**config.mk**
```make
export PLATFORM = sky130hd
export DESIGN_NAME = jog_queue
export DESIGN_NICKNAME = d
export VERILOG_FILES = /design/src/rtl/jog_pkg.sv /design/src/rtl/jog_queue.sv
export SDC_FILE = /design/constraint.sdc
export NUM_CORES = 1
export LEC_CHECK = 0
export BUFFER_PORTS_ARGS = -buffer_cell sky130_fd_sc_hd__buf_2
export CAP_MARGIN = 20
export CORE_MARGIN = 2
export CORE_UTILIZATION = 52
export DETAILED_ROUTE_END_ITERATION = 10
export GPL_TIMING_DRIVEN = 0
export PLACE_DENSITY = 0.79
export SYNTH_ARGS = -nofsm -noshare
export SYNTH_HDL_FRONTEND = slang
export SYNTH_SLANG_ARGS = --single-unit
export TNS_END_PERCENT = 5
```
**constraint.sdc**
```tcl
create_clock -name clk_i -period 4.3 [get_ports clk_i]
set_input_delay 0.86 -clock clk_i [delete_from_list [all_inputs] [get_ports clk_i]]
set_output_delay 0.86 -clock clk_i [all_outputs]
set_load 0.01 [all_outputs]
```
**src/rtl/jog_pkg.sv**
```systemverilog
// ----------------------------------------------------------------------------
// jog_pkg
// Shared types and constants of the jitter offset generator.
// ----------------------------------------------------------------------------
`default_nettype none

package jog_pkg;

  localparam int unsigned TS_W        = 64;
  localparam int unsigned CFG_W       = 32;
  localparam int unsigned CFG_IDX_W   = 3;
  localparam int unsigned JIT_W       = 15;
  localparam int unsigned RANGE_W     = JIT_W + 1;
  localparam int unsigned OFS_W       = 16;
  localparam int unsigned WORD_W      = 32;
  localparam int unsigned DRAW_W      = 15;
  localparam int unsigned DRAW_LSB    = 16;
  localparam int unsigned DIV_STAGES  = TS_W;
  localparam int unsigned REM_STAGES  = DRAW_W;
  localparam int unsigned QUEUE_DEPTH = 2;
  localparam int unsigned QPTR_W      = (QUEUE_DEPTH > 1) ? $clog2(QUEUE_DEPTH) : 1;
  localparam int unsigned QCNT_W      = $clog2(QUEUE_DEPTH + 1);

  localparam logic [WORD_W-1:0] LCG_MUL  = 32'd214013;
  localparam logic [WORD_W-1:0] LCG_INC  = 32'd2531011;
  localparam logic [WORD_W-1:0] SEED_MUL = 32'd100;

  typedef enum logic [CFG_IDX_W-1:0] {
    CFG_LEFT   = 3'd0,
    CFG_RIGHT  = 3'd1,
    CFG_UP     = 3'd2,
    CFG_DOWN   = 3'd3,
    CFG_PERIOD = 3'd4,
    CFG_SEED   = 3'd5
  } cfg_idx_e;

  typedef struct packed {
    logic [JIT_W-1:0]  left;
    logic [JIT_W-1:0]  right;
    logic [JIT_W-1:0]  up;
    logic [JIT_W-1:0]  down;
    logic [WORD_W-1:0] period;
    logic [WORD_W-1:0] seed;
  } cfg_t;

  typedef struct packed {
    logic [TS_W-1:0] mag;
    logic            neg;
  } entry_t;

  typedef struct packed {
    logic   valid;
    entry_t entry;
  } head_t;

endpackage

`default_nettype wire

```
**src/rtl/jog_queue.sv**
```systemverilog
// ----------------------------------------------------------------------------
// jog_queue
// Short first-in first-out queue between front and back.
// ----------------------------------------------------------------------------
`default_nettype none

module jog_queue (
  input  wire logic            clk_i,
  input  wire logic            rst_ni,
  input  wire logic            push_i,
  input  jog_pkg::entry_t      entry_i,
  output logic                 full_o,
  input  wire logic            pop_i,
  output jog_pkg::head_t       head_o
);

  jog_pkg::entry_t                   mem_q [jog_pkg::QUEUE_DEPTH];
  logic [jog_pkg::QPTR_W-1:0]        wr_ptr_q, rd_ptr_q;
  logic [jog_pkg::QCNT_W-1:0]        cnt_q;
  logic                              do_pop;

  assign full_o       = (cnt_q == jog_pkg::QCNT_W'(jog_pkg::QUEUE_DEPTH));
  assign head_o.valid = (cnt_q != '0);
  assign head_o.entry = mem_q[rd_ptr_q];
  assign do_pop       = pop_i && head_o.valid;

  function automatic logic [jog_pkg::QPTR_W-1:0] ptr_inc(input logic [jog_pkg::QPTR_W-1:0] p);
    return (p == jog_pkg::QPTR_W'(jog_pkg::QUEUE_DEPTH - 1)) ? '0 : p + 1'b1;
  endfunction

  always_ff @(posedge clk_i or negedge rst_ni) begin
    if (!rst_ni) begin
      wr_ptr_q <= '0;
      rd_ptr_q <= '0;
      cnt_q    <= '0;
    end else begin
      if (push_i) begin
        wr_ptr_q <= ptr_inc(wr_ptr_q);
      end
      if (do_pop) begin
        rd_ptr_q <= ptr_inc(rd_ptr_q);
      end
      if (push_i && !do_pop) begin
        cnt_q <= cnt_q + 1'b1;
      end else if (!push_i && do_pop) begin
        cnt_q <= cnt_q - 1'b1;
      end
    end
  end

  always_ff @(posedge clk_i) begin
    if (push_i) begin
      mem_q[wr_ptr_q] <= entry_i;
    end
  end

endmodule

`default_nettype wire

```
# Word-level counts from Yosys, hierarchy flattened
# Memory sizes are Yosys's and may differ from the RTL's.
# Index checks and enable logic that the tools add are counted.
# totals
ramBits	130
regBits	4
out_inout_bits	67
in_bits	69
mem_count	1
word_cells	22
# mem_list
name	depth	width	rd	rd_clocked_by_memory_dff	wr	line	rtl
mem_q	2	65	1	0	1	jog_queue.sv:17	jog_pkg::entry_t mem_q [jog_pkg::QUEUE_DEPTH];
# classes
n_reduce_logical	7
mux	6
eq_ne	1
n_addsub	4
# ops
operator	count
$mux 1	4
$mux 2	2
$reduce_bool 2->1	2
$logic_and 1x1->1	3
$add 1x1->1 const B	2
$add 2x1->2 const B	1
$eq 2x2->1 const B	1
$logic_not 1->1	2
$sub 2x1->2 const B	1

# Longest topological paths before layout
# depth
ltp_word	5
ltp_mapped	6
mapped_depth_nobuf	6

# Worst setup path after synthesis
# Ideal clock, no wire load.
# synth_path
kind	input -> register
from	input push_i
to	memory mem_q[0][0] (netlist name), enable pin
arrival_ps	3717
stages	1
n_path_buf	0
slack_ps	87
setup_ps	496
required_ps	3804
cell_sequence	nor2b_1
# synth_between
elab_chain_len	2
# synth_lines
element	line	rtl
start: declaration	jog_queue.sv:10	input wire logic push_i,
$mux 1	jog_queue.sv:52	if (push_i) begin
$mux 1 (implied by the code)	jog_queue.sv:53	mem_q[wr_ptr_q] <= entry_i;
end: declaration	jog_queue.sv:17	
# Every way passes these cells.

==> results.txt <==
The run gives 4.51 mW as the overall power consumption. STA classifies the critical path startpoint as a flip-flop. The routing usage on met1 is 0.180. Hold timing on the final database bottoms out at a slack of 149 ps.

For the worst setup path, the data required time is 3440 ps. The largest buffer count on any clock path came out at 2. After legalization and detailed placement, the total HPWL measured 5.44 mm. The setup TNS is 0 ps. After clock tree synthesis, the clock-pin slew on the worst setup and hold paths is 60 ps. Yosys printed 0 warnings. The count of pins over their slew limit is 0, and the starting density of the core is 0.540. The routed wire length per instance is 16.2 um, and the netlist area before placement is 5040 um2.

The number of global-route vias before repair is 2,593, and the instance count after placement with tap cells included is 484. TritonCTS built the clock tree. met2 is the most crowded layer.

STA puts the critical path data arrival time at 1730 ps. The logs give 10,500 um2 for the area enclosed by the die boundary and 0.0718 for the global-route track usage on met3. The analysis attributes to cell leakage a power of 2.61 nW. In this run the horizontal extent of the chip is 102 um.

The slew of the pin with the lowest slew margin came out at 901 ps. After the first detailed-routing iteration, the DRC count stood at 65. Setup violations remaining at the end of the flow were counted as 0. The height of the die came out at 102 um. Setup slack on the critical path of the routed design comes to 1710 ps. Counting I/O delays and the setup requirement, the final critical path takes 2590 ps. The number of antenna violations at the first check in global routing came out at 0. The root buffer cell chosen for the clock tree is clkbuf_8. The top fanout value on the critical path is 10, and the number of hold violations in the final report is 0.

Post-CTS timing repair inserted 0 buffers for setup. The sequential fraction of the synthesis area is 0.794, and the DRC violation count after routing is 0. In this run the standard cell core region covers 9330 um2.

The fraction of final layout cells sized beyond drive strength 1 is 0.624, and the number of I/O port buffers is 135. The library cells used most frequently in the layout, excluding fill and tap cells, are 137 x buf_2, 130 x edfxtp_1, 40 x mux2_4. Setup repair after global routing left no endpoint under its margin. The endpoint type of the worst setup path was a primary output.

The storage element area was 4000 um2; the multi-input combinational cell area was 981 um2. A synthesized cell averages 23.1 um2. The pre-CTS setup slack is 1860 ps. The share of the cycle needed by the critical path after routing is 0.603. The number of vias per cell after detailed routing is 4.90, and the number of detailed-routing iterations run before antenna repair is 4. The clock reaches the later pin of the worst-skew pair after 500 ps. The final layout contains 444 nets. The run gives 0.399 as the max-slew headroom at the worst pin.

The power density of the placed cells was 692 nW/um2; the wire length of the first global-routing pass was 12.2 mm. Total number of placement rows: 35. Once the clock tree was built, the resizer swapped 0 gates to a different size.

The total global routing overflow was 0; the number of I/O pins was 136. The routed design has 8.36 mm of wire. After clock tree synthesis, the flow added hold-fix buffers numbering 0. The count of antenna diodes in the layout was 0; the weighted congestion reported at the end of routability-driven placement was 0.705. Buffers inserted during clock tree synthesis total 17. The logs give 288 for the post-synth net total and 629 for the number of fill cells in the layout. The detail route stage leaves a number of antenna-violating nets equal to 0.

In this run, synthesis produced a sequential element count of 134. Class of the tightest hold or removal check: in2async. The clock drives 134 sinks.

Synthesis produced a netlist whose cell count is 218. The final worst clock skew is 5.39 ps. In this run, distinct cell masters in the synthesized netlist total 14. Leaving out fill and tap cells, the most frequent cell in the layout is buf_2. The H-tree was split into 4 levels.

The run finished with clean final reports. The global routing usage on met2 was 0.270. Compared with the post-synthesis result, the final layout area differs by 29.3%. The critical path class is reg2out. For this block, the via count after detailed routing is 2,524. Entering global routing, the biggest net connects 66 pins. The tools report the total global-route track usage as 0.164. The number of max-capacitance violations reported was 0.

After the flow finishes, the layout carries non-filler instances totaling 515. The worst-case IR drop observed on VDD is 0.000482 V. Static timing analysis puts the maximum clock frequency at 0.386 GHz.
-- stage by stage --
stage          area (um2)  utilization
5_1_grt              6520        0.699
4_1_cts              6520        0.699
3_5_place_dp         5940        0.637
2_1_floorplan        5040            -
6_report             6520        0.699
3_3_place_gp         5880        0.630
-- metal layers --
metal	vias up	share of wire	routed length, um
li1	1179	-	-
met2	106	0.50	4170
met5	-	0	0
met4	0	0.020	168
met1	1221	0.40	3380
met3	18	0.076	637
-- cells in the mapped netlist --
library cell / instances / share of area
or2_2: 1 / 0.0012
xnor2_1: 2 / 0.0035
buf_6: 5 / 0.011
and2_1: 1 / 0.0012
dfrtp_1: 4 / 0.020
mux2_4: 40 / 0.12
ha_1: 1 / 0.0025
edfxtp_1: 130 / 0.77
mux2_2: 25 / 0.056
nor2_1: 1 / 0.00074
xor2_1: 3 / 0.0052
nand2_1: 1 / 0.00074
nor2b_1: 2 / 0.0025
buf_2: 2 / 0.0020
-- critical path, cell delays in order (launching register included) --
cell	delay, ps
dfrtp_1	370
buf_6	190
buf_6	200
mux2_4	320
buf_2	150
-- sequential cells by signal, summed over array words and instances (netlist names) --
register  flops
cnt_q         2
mem_q       130
rd_ptr_q      1
wr_ptr_q      1
-- final timing paths --
path | startpoint | to | slack [ps] | cells after the start
max in group asynchronous | rst_ni | wr_ptr_q | 4030 | 1
min | rst_ni | cnt_q[0] | 150 | 1
max | rd_ptr_q | head_o[14] | 1710 | 4
max reg2reg | wr_ptr_q | mem_q[0][47] | 2490 | 3
min reg2reg | cnt_q[1] | cnt_q[1] | 510 | 1
min in group clk_i | cnt_q[1] | cnt_q[1] | 510 | 1
-- cell families (layout without fill, tap and decap cells) --
kind of cell / after synthesis / in the layout / synth area share
flip-flops: 134 / 134 / 0.794
multiplexers: 65 / 65 / 0.175
buffers and inverters: 7 / 175 / 0.0132
AND/OR/NAND/NOR: 6 / 6 / 0.00645
XOR/XNOR: 5 / 5 / 0.00869
adder cells (fa/ha/maj): 1 / 1 / 0.00248
-- final cells by class --
cell class              count  area share
clock inverters            13      0.0244
clock buffers              18      0.0641
multi-input cells          77       0.150
plain buffers               7      0.0102
well taps                 129      0.0248
repair buffers            137       0.112
flip-flops and latches    134       0.614
-- report_power, final --
group	switching (mW)	leakage, nW	internal (mW)
registers	0.0743	1.27	1.74
logic	0.636	1.07	0.677
clock network	0.508	0.278	0.876
total	1.22	2.61	3.29
No activity file was read; power rests on OpenSTA's default activity.
