`src/rtl/jog_pkg.sv`:
```
// ----------------------------------------------------------------------------
// jog_pkg
// Shared types and constants of the jitter offset generator.
// ----------------------------------------------------------------------------
`default_nettype none

package jog_pkg;

  localparam int unsigned TS_W        = 64;
  localparam int unsigned CFG_W       = 32;
  localparam int unsigned CFG_IDX_W   = 3;
  localparam int unsigned JIT_W       = 15;
  localparam int unsigned RANGE_W     = JIT_W + 1;
  localparam int unsigned OFS_W       = 16;
  localparam int unsigned WORD_W      = 32;
  localparam int unsigned DRAW_W      = 15;
  localparam int unsigned DRAW_LSB    = 16;
  localparam int unsigned DIV_STAGES  = TS_W;
  localparam int unsigned REM_STAGES  = DRAW_W;
  localparam int unsigned QUEUE_DEPTH = 2;
  localparam int unsigned QPTR_W      = (QUEUE_DEPTH > 1) ? $clog2(QUEUE_DEPTH) : 1;
  localparam int unsigned QCNT_W      = $clog2(QUEUE_DEPTH + 1);

  localparam logic [WORD_W-1:0] LCG_MUL  = 32'd214013;
  localparam logic [WORD_W-1:0] LCG_INC  = 32'd2531011;
  localparam logic [WORD_W-1:0] SEED_MUL = 32'd100;

  typedef enum logic [CFG_IDX_W-1:0] {
    CFG_LEFT   = 3'd0,
    CFG_RIGHT  = 3'd1,
    CFG_UP     = 3'd2,
    CFG_DOWN   = 3'd3,
    CFG_PERIOD = 3'd4,
    CFG_SEED   = 3'd5
  } cfg_idx_e;

  typedef struct packed {
    logic [JIT_W-1:0]  left;
    logic [JIT_W-1:0]  right;
    logic [JIT_W-1:0]  up;
    logic [JIT_W-1:0]  down;
    logic [WORD_W-1:0] period;
    logic [WORD_W-1:0] seed;
  } cfg_t;

  typedef struct packed {
    logic [TS_W-1:0] mag;
    logic            neg;
  } entry_t;

  typedef struct packed {
    logic   valid;
    entry_t entry;
  } head_t;

endpackage

`default_nettype wire

```
`src/rtl/jog_front.sv`:
```
// ----------------------------------------------------------------------------
// jog_front
// Input stage: takes a timestamp and splits it into sign and magnitude.
// ----------------------------------------------------------------------------
`default_nettype none

module jog_front (
  input  wire logic                              clk_i,
  input  wire logic                              rst_ni,
  input  wire logic                              in_valid_i,
  output logic                                   in_stall_o,
  input  wire logic signed [jog_pkg::TS_W-1:0]   timestamp_i,
  input  wire logic                              q_full_i,
  output logic                                   push_o,
  output jog_pkg::entry_t                        entry_o
);

  logic            valid_q;
  jog_pkg::entry_t entry_q;
  logic            load;

  assign in_stall_o = valid_q && q_full_i;
  assign push_o     = valid_q && !q_full_i;
  assign load       = !valid_q || push_o;
  assign entry_o    = entry_q;

  always_ff @(posedge clk_i or negedge rst_ni) begin
    if (!rst_ni) begin
      valid_q <= 1'b0;
    end else if (load) begin
      valid_q <= in_valid_i;
    end
  end

  always_ff @(posedge clk_i) begin
    if (load && in_valid_i) begin
      entry_q.neg <= timestamp_i[jog_pkg::TS_W-1];
      entry_q.mag <= timestamp_i[jog_pkg::TS_W-1] ? (~timestamp_i + 1'b1) : timestamp_i;
    end
  end

endmodule

`default_nettype wire

```
`config.mk`:
```
export PLATFORM = sky130hd
export DESIGN_NAME = jog_front
export DESIGN_NICKNAME = d
export VERILOG_FILES = /design/src/rtl/jog_pkg.sv /design/src/rtl/jog_front.sv
export SDC_FILE = /design/constraint.sdc
export NUM_CORES = 1
export LEC_CHECK = 0
export BUFFER_PORTS_ARGS = -buffer_cell sky130_fd_sc_hd__buf_2
export CORE_MARGIN = 1.5
export CORE_UTILIZATION = 45
export CTS_BUF_LIST = sky130_fd_sc_hd__clkbuf_4 sky130_fd_sc_hd__clkbuf_8
export DETAILED_ROUTE_END_ITERATION = 7
export GPL_TIMING_DRIVEN = 0
export PLACE_DENSITY = 0.74
export REMOVE_ABC_BUFFERS = 1
export SLEW_MARGIN = 20
export SYNTH_ARGS = -nofsm -noshare
export SYNTH_HDL_FRONTEND = slang
export SYNTH_SLANG_ARGS = --single-unit
```
`constraint.sdc`:
```
create_clock -name clk_i -period 11.75 [get_ports clk_i]
set_input_delay 0 -clock clk_i [delete_from_list [all_inputs] [get_ports clk_i]]
set_output_delay 0 -clock clk_i [all_outputs]
set_load 0.005 [all_outputs]
```
After elaboration in Yosys (flattened, before gate mapping)
Index checks and enable logic that the tools add are counted.

operators by class
  multiplexer cells = 1
  bitwise operators = 1
  add/sub/neg operators = 1
  reduce and logical (&&, ||, !) cells = 6

operator list
  kind                   number
  $add 64x1->64 const B  1
  $not 64->64            1
  $mux 63                1
  $logic_and 1x1->1      3
  $logic_not 1->1        2
  $logic_or 1x1->1       1

word-level totals
  word-level logic and storage cells = 13
  register bits after elaboration = 66
  output and inout bits = 67
  input port bits = 68

Logic depth before layout (Yosys ltp)
  depth after elaboration = 4
  mapped depth = 7
  depth with buffers taken out = 6

Worst setup path after synthesis
Ideal clock, no wire load.

  path type = register -> register
  from = register valid_q
  to = register entry_q, in the netlist entry_o[0], enable pin
  clock period less this slack = 3.934 ns
  slack = 7.816 ns
  buffers on the path = 0
  cell stages (with the launch flop) = 3
  arrival = 3.438 ns
  setup time = 0.496 ns
  required time = 11.254 ns
  cells stage by stage = dfrtp_1 -> and2_1 -> nor2b_1

between the ends
  longest elaborated chain between the ends = 3
  elaborated cells on any way between the ends = 4
  those cells by class = 4 x reduce/logical

ends and longest elaborated chain
  what                                                         RTL line                          text
  start, declared                                              jog_front.sv:18                   logic valid_q;
  start signal, assigned                                       jog_front.sv:31                   valid_q <= in_valid_i;
  $logic_not 1->1 / $logic_and 1x1->1 (equally long branches)  jog_front.sv:24, jog_front.sv:23
  $logic_or 1x1->1 *                                           jog_front.sv:24                   assign load = !valid_q || push_o;
  $logic_and 1x1->1 *                                          jog_front.sv:36                   if (load && in_valid_i) begin
  end, declared                                                jog_front.sv:19                   jog_pkg::entry_t entry_q;

Mark *: on every way between the ends. The rest lies on a longest branch, timed or not.
A chain may end at the register's enable or synchronous reset.

Worst setup path in the final report
  from = input port timestamp_i[3] (netlist name)
  to = register entry_q, in the netlist entry_o[63] (data pin)

between the ends
  longest elaborated chain between the ends = 3

ends and longest elaborated chain
  what             RTL line         text
  start, declared  jog_front.sv:12  input wire logic signed [jog_pkg::TS_W-1:0] timestamp_i,
  $not 64->64      jog_front.sv:38  entry_q.mag <= timestamp_i[jog_pkg::TS_W-1] ? (~timestamp_i + 1'b1) : timestamp_i;
  $add 64x1->64    jog_front.sv:38
  $mux 63          jog_front.sv:38

Every way passes these cells.

==> flow_metrics.env <==
export IMPL_synth_async_reset_ratio_pct=1.52
export IMPL_synth_common_cells="edfxtp_1, xnor2_1, nand2_1, o31ai_1, o21ai_0"
export IMPL_critPathLaunch="timestamp_i[3]"
export IMPL_hp_start="timestamp_i[11]"
export IMPL_finalPower_mw=0.553
export IMPL_root_buffer="clkbuf_8"
export IMPL_critPathKind="primary input to flip-flop"
export IMPL_outcome="finished, final reports clean"
export IMPL_syn_area_per_cell_sq_um=12.7
export IMPL_antenna_cells=0
export IMPL_synthTopCellsByArea="edfxtp_1, xnor2_1, o31ai_1"
export IMPL_die_y_um=91.8
export IMPL_cp_top_family="simple AND/OR/NAND/NOR gates"
export IMPL_synth_top_area_share_pct=55.1
export IMPL_crit_path_max_incr_delay_ns=0.56
export IMPL_yosysWarnings=0
export IMPL_via_per_inst=5.21
export IMPL_ys_ff_latch=66
export IMPL_syn_inst=279
export IMPL_hold_class="primary input to flip-flop"
export IMPL_cp_arrival_ns=2.77
export IMPL_dieArea_sq_um=8420
export IMPL_rsz0062_at_grt="false"
export IMPL_met2_length_mm=4.48
export IMPL_seqCellArea_sq_um=1980
export IMPL_drive_above_1_share_pct=38.1
export IMPL_finalNonFillerCells=569
export IMPL_start_kind="primary input"
export IMPL_grt_antenna_before_repair=0
export IMPL_holdWs_ns=0.0176
export IMPL_synth_distinct_cells=33
export IMPL_drt_initial_drc_count=184
export IMPL_cp_buffers_inverters=2
export IMPL_initial_core_util_pct=46.1
export IMPL_cts_tree="built"
export IMPL_nFillCells=623
export IMPL_finalMaxSlewViolations=0
export IMPL_slew_headroom_pct=49.9
export IMPL_synth_area_leader_cell="edfxtp_1"
export IMPL_grt_overflow=0
export IMPL_dp_hpwl_mm=6.06
export IMPL_cts_setup_buffers=0
export IMPL_wl_met3_um=493
export IMPL_met1Wirelength_mm=3.49
export IMPL_skew_ns=0.00696
export IMPL_path_cells="dlygate4sd3_1 > buf_2 > or3_1 > nor3b_2 > nand4_2 > o41ai_1 > xnor2_1"
export IMPL_ys_seq_area_share_pct=55.8
export IMPL_grt_pass1_wl_mm=13.9
export IMPL_irDropWorstVdd_uv=55.0
export IMPL_slowest_stage="nor3b_2"
export IMPL_critPathRequiredTime_ns=11.83
export IMPL_drc=0
export IMPL_ys_flop_type="edfxtp_1"
export IMPL_port_buffers=134
export IMPL_area_growth_pct=40.6
export IMPL_r2r_start="valid_q"
export IMPL_setup_slack_ns=9.06
export IMPL_leakage_nw=1.85
export IMPL_numCtsBuffers=9
export IMPL_highest_signal_layer="met4"
export IMPL_wl_per_cell_um=15.1
export IMPL_clk_latency_ns=0.32
export IMPL_coreArea_sq_um=7690
export IMPL_num_nets_final=531
export IMPL_ant_nets=0
export IMPL_fin_crit_sh_pct=22.9
export IMPL_grt_total_usage_pct=21.1
export IMPL_wirelength_mm=8.57
export IMPL_place_congestion=0.800
export IMPL_worstMarginPinSlew_ns=0.745
export IMPL_drtPass1Iterations=4
export IMPL_cp_max_fo=12
export IMPL_htreeDepth=3
export IMPL_fmax_mhz=371
export IMPL_grt_pass1_vias=2989
export IMPL_synth_most_common_cell="edfxtp_1"
export IMPL_setup_violations=0
export IMPL_ctsResizeCount=0
export IMPL_place_worst_setup_slack_ns=9.25
export IMPL_grt_max_degree=66
export IMPL_vias=2963
export IMPL_core_rowCount=32
export IMPL_tns_ns=0
export IMPL_cts_sinks=66
export IMPL_synth_edff_count=65
export IMPL_fin_crit_ns=2.69
export IMPL_drv_cap=0
export IMPL_finalHoldViolations=0
export IMPL_ios=135
export IMPL_multi_input_area_sq_um=1520
export IMPL_power_density_nw_per_um2=111
export IMPL_clockBufferDepth=2
export IMPL_dp_cells=509
export IMPL_clk_pin_slew_ns=0.08
export IMPL_die_width_um=91.8
export IMPL_end_kind="flip-flop"
export IMPL_synth_area_sq_um=3540
[worst paths after layout]
| kind | endpoint | slack [ns] | cells after the start |
|---|---|---|---|
| max | entry_o[63] | 9.06 | 7 |
| min reg2reg | valid_q | 0.69 | 2 |
| max in group asynchronous | valid_q | 11.13 | 3 |
| min | entry_o[12] | 0.02 | 2 |
| max reg2reg | entry_o[15] | 9.99 | 3 |
| min in group asynchronous | valid_q | 0.51 | 3 |
[report_power, final]
part / internal [mW] / switching, mW
Sequential: 0.282 / 0.00400
Clock: 0.0889 / 0.0817
Combinational: 0.0506 / 0.0461
[metal layers]
metal	global-route usage (%)	vias up
met5	0	-
met4	8.85	0
met3	3.90	13
met2	37.9	109
met1	24.5	1403
li1	-	1438
[state kept, by name, indices dropped and copies added (netlist names)]
signal	count
entry_o	65
valid_q	1
[stage by stage]
stage	cell area, sq um	util [%]
2_1_floorplan	3510	-
3_3_place_gp	4310	56.1
3_5_place_dp	4360	56.8
4_1_cts	4980	64.8
5_1_grt	4980	64.8
6_report	4980	64.8
[cells in the final DEF, fill, tap and decap left out, types with 2 or more instances in the layout]
cell           synthesis  final
clkbuf_8               0     10
inv_1                  6      6
nand4_1                2      2
nand4_2                2      2
nor4_2                 2      2
nor3_1                 6      6
or4_1                  5      5
clkbuf_4               0      3
or2_2                  7      7
buf_2                  0    133
nand2b_1               2      2
or4_4                  4      4
nand3b_1               4      4
clkinv_2               0      2
nor4_1                 3      3
xnor2_1               60     60
o21ai_0               12     12
nand3_1                3      3
edfxtp_1              65     65
o31ai_1               22     22
nor2_1                 8      8
or3_1                  7      7
o41ai_2                6      6
o41ai_1               11     11
dlygate4sd3_1          0     44
nor2b_1                3      2
nand2_1               22     22
[layout make-up]
| cell class | instances | area share [%] |
|---|---|---|
| Clock buffer | 13 | 3.21 |
| Clock inverter | 3 | 0.351 |
| Inverter | 6 | 0.452 |
| Multi-Input combinational cell | 199 | 30.5 |
| Sequential cell | 66 | 39.7 |
| Tap cell | 102 | 2.56 |
| Timing Repair Buffer | 180 | 23.3 |
[cells by family after synthesis]
logic type                 share of synthesized area [%]
buffers and inverters                               1.59
AOI/OAI and AO/OA                                   12.1
adders and majority gates                          0.353
DFF                                                 55.8
xor gates and xnor gates                            15.1
and+or+nand+nor                                     15.1
[timing repair]
item | CTS | global route
hold buffers | 44 | 0
setup endpoints to repair | 0 | 0
endpoints found under the hold margin | 43 | 0
No activity file was read; power rests on OpenSTA's default activity.
